===== src/rtl/pmbc_pkg.sv =====
// Package for the per-address byte count table: payload types, counter record,
// address class codes and the reserved-prefix classifier.
// No dependencies.
package pmbc_pkg;

  localparam int TABLE_ENTRIES_DEF = 64;

  localparam int MAC_W     = 48;
  localparam int LEN_W     = 16;
  localparam int IDX_IN_W  = 6;
  localparam int SLOT_W    = 6;
  localparam int USED_W    = 7;
  localparam int TOT_W     = 48;
  localparam int WIN_W     = 32;
  localparam int CLASS_W   = 3;

  localparam logic OP_COUNT = 1'b0;
  localparam logic OP_READ  = 1'b1;

  localparam logic [CLASS_W-1:0] CLS_ORDINARY = 3'd0;
  localparam logic [CLASS_W-1:0] CLS_IPV4_MC  = 3'd1;
  localparam logic [CLASS_W-1:0] CLS_IPV6_MC  = 3'd2;
  localparam logic [CLASS_W-1:0] CLS_PPP      = 3'd3;
  localparam logic [CLASS_W-1:0] CLS_BCAST    = 3'd4;

  localparam logic [23:0] OUI_IPV4_MC    = 24'h01005E;
  localparam logic [23:0] OUI_IPV6_MC_LO = 24'h333300;
  localparam logic [23:0] OUI_IPV6_MC_HI = 24'h3333FF;
  localparam logic [23:0] OUI_PPP_LO     = 24'hCF0000;
  localparam logic [23:0] OUI_PPP_HI     = 24'hCFFFFF;
  localparam logic [23:0] OUI_BCAST      = 24'hFFFFFF;

  typedef struct packed {
    logic                opcode;
    logic [MAC_W-1:0]    src_mac;
    logic [MAC_W-1:0]    dst_mac;
    logic [LEN_W-1:0]    frame_length;
    logic [IDX_IN_W-1:0] entry_index;
  } in_req_t;

  typedef struct packed {
    logic [SLOT_W-1:0]  src_slot;
    logic [SLOT_W-1:0]  dst_slot;
    logic               src_dropped;
    logic               dst_dropped;
    logic               entry_valid;
    logic [MAC_W-1:0]   entry_mac;
    logic [CLASS_W-1:0] address_class;
    logic [TOT_W-1:0]   sent_total_out;
    logic [TOT_W-1:0]   recv_total_out;
    logic [WIN_W-1:0]   sent_window_out;
    logic [WIN_W-1:0]   recv_window_out;
    logic [USED_W-1:0]  entries_used;
  } out_res_t;

  // One counter memory word per entry
  typedef struct packed {
    logic [TOT_W-1:0] sent_total;
    logic [TOT_W-1:0] recv_total;
    logic [WIN_W-1:0] sent_win;
    logic [WIN_W-1:0] recv_win;
  } cnt_rec_t;

  typedef struct packed {
    logic is_new;     // entry just appended: old word is garbage, count from zero
    logic to_recv;    // add to the received pair instead of the sent pair
    logic clear_win;  // read request: zero both windows, add nothing
  } upd_ctl_t;

  function automatic logic [CLASS_W-1:0] classify(input logic [MAC_W-1:0] mac);
    logic [23:0]        oui;
    logic [CLASS_W-1:0] cls;
    oui = mac[47:24];
    priority if (oui == OUI_IPV4_MC) begin
      cls = CLS_IPV4_MC;
    end else if (oui >= OUI_IPV6_MC_LO && oui <= OUI_IPV6_MC_HI) begin
      cls = CLS_IPV6_MC;
    end else if (oui >= OUI_PPP_LO && oui <= OUI_PPP_HI) begin
      cls = CLS_PPP;
    end else if (oui == OUI_BCAST) begin
      cls = CLS_BCAST;
    end else begin
      cls = CLS_ORDINARY;
    end
    return cls;
  endfunction

endpackage


===== src/rtl/pmbc_cnt_upd.sv =====
// Saturating update of one counter word: add a frame length to the sent or
// received pair, or clear both windows. Uses pmbc_pkg.
module pmbc_cnt_upd (
  input  pmbc_pkg::cnt_rec_t              old_rec,
  input  pmbc_pkg::upd_ctl_t              ctl,
  input  logic [pmbc_pkg::LEN_W-1:0]      len,
  output pmbc_pkg::cnt_rec_t              new_rec
);

  pmbc_pkg::cnt_rec_t            base;
  logic [pmbc_pkg::TOT_W-1:0]    tot_in;
  logic [pmbc_pkg::WIN_W-1:0]    win_in;
  logic [pmbc_pkg::TOT_W:0]      tot_sum;
  logic [pmbc_pkg::WIN_W:0]      win_sum;
  logic [pmbc_pkg::TOT_W-1:0]    tot_sat;
  logic [pmbc_pkg::WIN_W-1:0]    win_sat;

  always_comb begin
    base    = ctl.is_new ? '0 : old_rec;
    tot_in  = ctl.to_recv ? base.recv_total : base.sent_total;
    win_in  = ctl.to_recv ? base.recv_win : base.sent_win;
    tot_sum = {1'b0, tot_in} + {{(pmbc_pkg::TOT_W + 1 - pmbc_pkg::LEN_W){1'b0}}, len};
    win_sum = {1'b0, win_in} + {{(pmbc_pkg::WIN_W + 1 - pmbc_pkg::LEN_W){1'b0}}, len};
    // clamp on carry out
    tot_sat = tot_sum[pmbc_pkg::TOT_W] ? '1 : tot_sum[pmbc_pkg::TOT_W-1:0];
    win_sat = win_sum[pmbc_pkg::WIN_W] ? '1 : win_sum[pmbc_pkg::WIN_W-1:0];

    new_rec = base;
    if (ctl.clear_win) begin
      new_rec.sent_win = '0;
      new_rec.recv_win = '0;
    end else if (ctl.to_recv) begin
      new_rec.recv_total = tot_sat;
      new_rec.recv_win   = win_sat;
    end else begin
      new_rec.sent_total = tot_sat;
      new_rec.sent_win   = win_sat;
    end
  end

endmodule


===== config.mk =====
export PLATFORM = sky130hd
export DESIGN_NAME = pmbc_cnt_upd
export DESIGN_NICKNAME = d
export VERILOG_FILES = /design/src/rtl/pmbc_pkg.sv /design/src/rtl/pmbc_cnt_upd.sv
export SDC_FILE = /design/constraint.sdc
export NUM_CORES = 1
export LEC_CHECK = 0
export BUFFER_PORTS_ARGS = -buffer_cell sky130_fd_sc_hd__buf_2
export CORE_ASPECT_RATIO = 0.5
export CORE_MARGIN = 1.5
export CORE_UTILIZATION = 45
export DETAILED_ROUTE_END_ITERATION = 6
export PLACE_DENSITY = 0.79
export SYNTH_ARGS = -nofsm -noshare
export SYNTH_HDL_FRONTEND = slang
export SYNTH_SLANG_ARGS = --single-unit

===== constraint.sdc =====
create_clock -name vclk -period 7.1
set_input_delay 1.065 -clock vclk [all_inputs]
set_output_delay 1.065 -clock vclk [all_outputs]
set_load 0.01 [all_outputs]

==> impl_metrics.csv <==
group,metric,value,unit
clock_tree,cts-resized-gates,0,
placed_design,place_area,8640,um^2
yosys,yosysWarningCount,0,
critical_path,cp.required,6.03,ns
placed_design,portBuffers,339,
sta,relSlewSlack,12.1,%
yosys,synth-seq-area-share,0,%
placed_design,gp_congestion,1.02,
sta,slew_viol_final,0,
sta,timing.fmax,164,MHz
sta,final.period_utilization,86.1,%
layout,num-clock-buffers,0,
global_route,grtUsageTotal,37.7,%
critical_path,critPathBufInv,3,
routing,vias_per_cell,6.66,
floorplanning,fp.dieH,90.5,um
yosys,syn_nets,1312,
critical_path,critPathSlowestCell,"nor3_2",
routing,wl_met1,13.6,mm
critical_path,critical_path.top_delay_family,"simple AND/OR/NAND/NOR gates",
floorplanning,die-area,16100,um^2
critical_path,cp-end-kind,"primary output",
floorplanning,io_pins,339,
run_status,violations,"DRC",
routing,routed.top_layer,"met4",
pwr,power.density,71.9,nW/um^2
pwr,peakVddDrop,0.0000380,V
run_status,status,"finished with violations",
critical_path,criticalPathCategory,"input pin to primary output",
placed_design,dp_hpwl,25.2,mm
yosys,synth.distinct_cells,76,
sta,rsz0062_at_grt,"false",
layout,seq_cells,0,
routing,routed_wl,32.6,mm
critical_path,arrival,5.05,ns
sta,setup_violations,0,
yosys,synth_area_per_cell,6.27,um^2
routing,wire_per_inst,20.7,um
floorplanning,core_area,14700,um^2
layout,final_area,8650,um^2
routing,wl_met3,3.81,mm
routing,ant_nets,0,
layout,seq_area,0,um^2
critical_path,crit_chain,"buf_4 > buf_4 > mux2i_1 > nor2_1 > ha_1 > a21oi_1 > and2_0 > and3_1 > nor3_4 > nor3_2 > a31oi_1 > buf_2",
routing,vias,10503,
yosys,synth_cells,1098,
floorplanning,die_w,178,um
clock_tree,hold_buffers,0,
min_path,min_path_type,"input pin to primary output",
yosys,syn_area,6880,um^2
sta,period_needed,6.11,ns
min_path,hold_depth,4,
floorplanning,num_rows,31,
clock_tree,postCtsSetupRepairBufs,0,
sta,setup_tns,0,ns
global_route,overflow,0,
global_route,grt_pass1_vias,9204,
critical_path,path_depth,12,
routing,wl_met2,14.2,mm
routing,drt_iter0_drc,1144,
routing,route.detailed.drc,1,
run,drv_cap,0,
layout,final_cell_mix,"buf_2, nand3_1, nand2_1, nor2_1, o21ai_0",
critical_path,path_max_fanout,31,
critical_path,cpMostUsedCell,"buf_4",
sta,finalHoldViolCount,0,
routing,drt_first_pass_iters,7,
layout,area_delta_synth_final,25.7,%
floorplanning,start_util,46.8,%
pwr,leakage,3.98,nW
critical_path,critPathLaunchType,"input pin",
layout,final_common_cell,"buf_2",
layout,fin_nets,1592,
sta,worst_slew_pin_slew,1.31,ns
layout,layout-drive-gt1-share,29.0,%
critical_path,cpPeakStageDelay,0.64,ns
global_route,grt_pass1_wl,49.6,mm
global_route,antenna_found_initial,3,
global_route,grt_start_max_net_pins,102,
## layer usage
layer | GRT usage [%] | vias up
met3 | 6.23 | 95
li1 | - | 4799
met1 | 52.7 | 4884
met4 | 8.89 | 0
met2 | 59.7 | 725
met5 | 0 | -
## stage by stage
stage | power (W) | cells | hold slack (ns) | utilization [%] | setup slack (ns)
floorplan | 0.000370 | 1098 | 2.21 | - | 0.287
CTS | 0.000606 | 1574 | 2.44 | 58.8 | 1.09
finish | 0.000622 | 1577 | 2.44 | 58.8 | 0.986
detailed placement | 0.000603 | 1574 | 2.44 | 58.8 | 1.10
global route | 0.000671 | 1576 | 2.45 | 58.8 | 0.660
global placement | 0.000595 | 1574 | 2.43 | 58.8 | 1.27
## power breakdown
group             internal (W)  switching, W  leakage, nW         total, W
logic                 0.000236      0.000386         3.98         0.000622
clock network  0.0000000000565             0    0.0000190  0.0000000000565
registers                    0             0            0                0
## final cells by class
| type | instances | area (um^2) |
|---|---|---|
| multi-input combinational | 998 | 6460 |
| fill | 1472 | 6050 |
| timing repair buffer | 360 | 1870 |
| tap | 198 | 248 |
| inverter | 18 | 67.6 |
| antenna | 3 | 7.51 |
## synthesized netlist by cell type (16+ instances only)
cell,instances,area (um^2)
inv_1,18,67.6
nand3b_1,20,150
clkbuf_1,52,195
o21ai_1,21,105
nand2_1,90,338
a22oi_1,19,143
a31oi_1,53,332
nand4_1,22,138
mux2i_1,48,480
nand3_1,97,485
a21o_1,20,150
and3_1,22,138
ha_1,33,413
nor2_1,91,342
a211oi_1,18,135
nor4_1,16,100
o21ai_0,74,370
a21oi_1,73,365
nor2b_1,27,169
nor3_1,26,130
## worst min-delay path, delay by kind of cell
kind	cells	cell delay, ns
buffers and inverters	2	0.22
AND/OR/NAND/NOR	1	0.04
AO/OA/AOI/OAI	1	0.06
## cells by family after synthesis
family,after synthesis,synth area share (%)
and+or+nand+nor,483,37.2
AOI/OAI and AO/OA,392,37.4
buffers and inverters,100,6.42
muxes,58,8.62
adders and majority gates,35,6.58
xor gates and xnor gates,30,3.82
## worst paths after layout
check                       start           to  slack [ns]
worst max-delay path       ctl[1]  new_rec[95]        0.99
worst min-delay path  old_rec[13]  new_rec[13]        2.44
(Power assumes the default switching activity.)
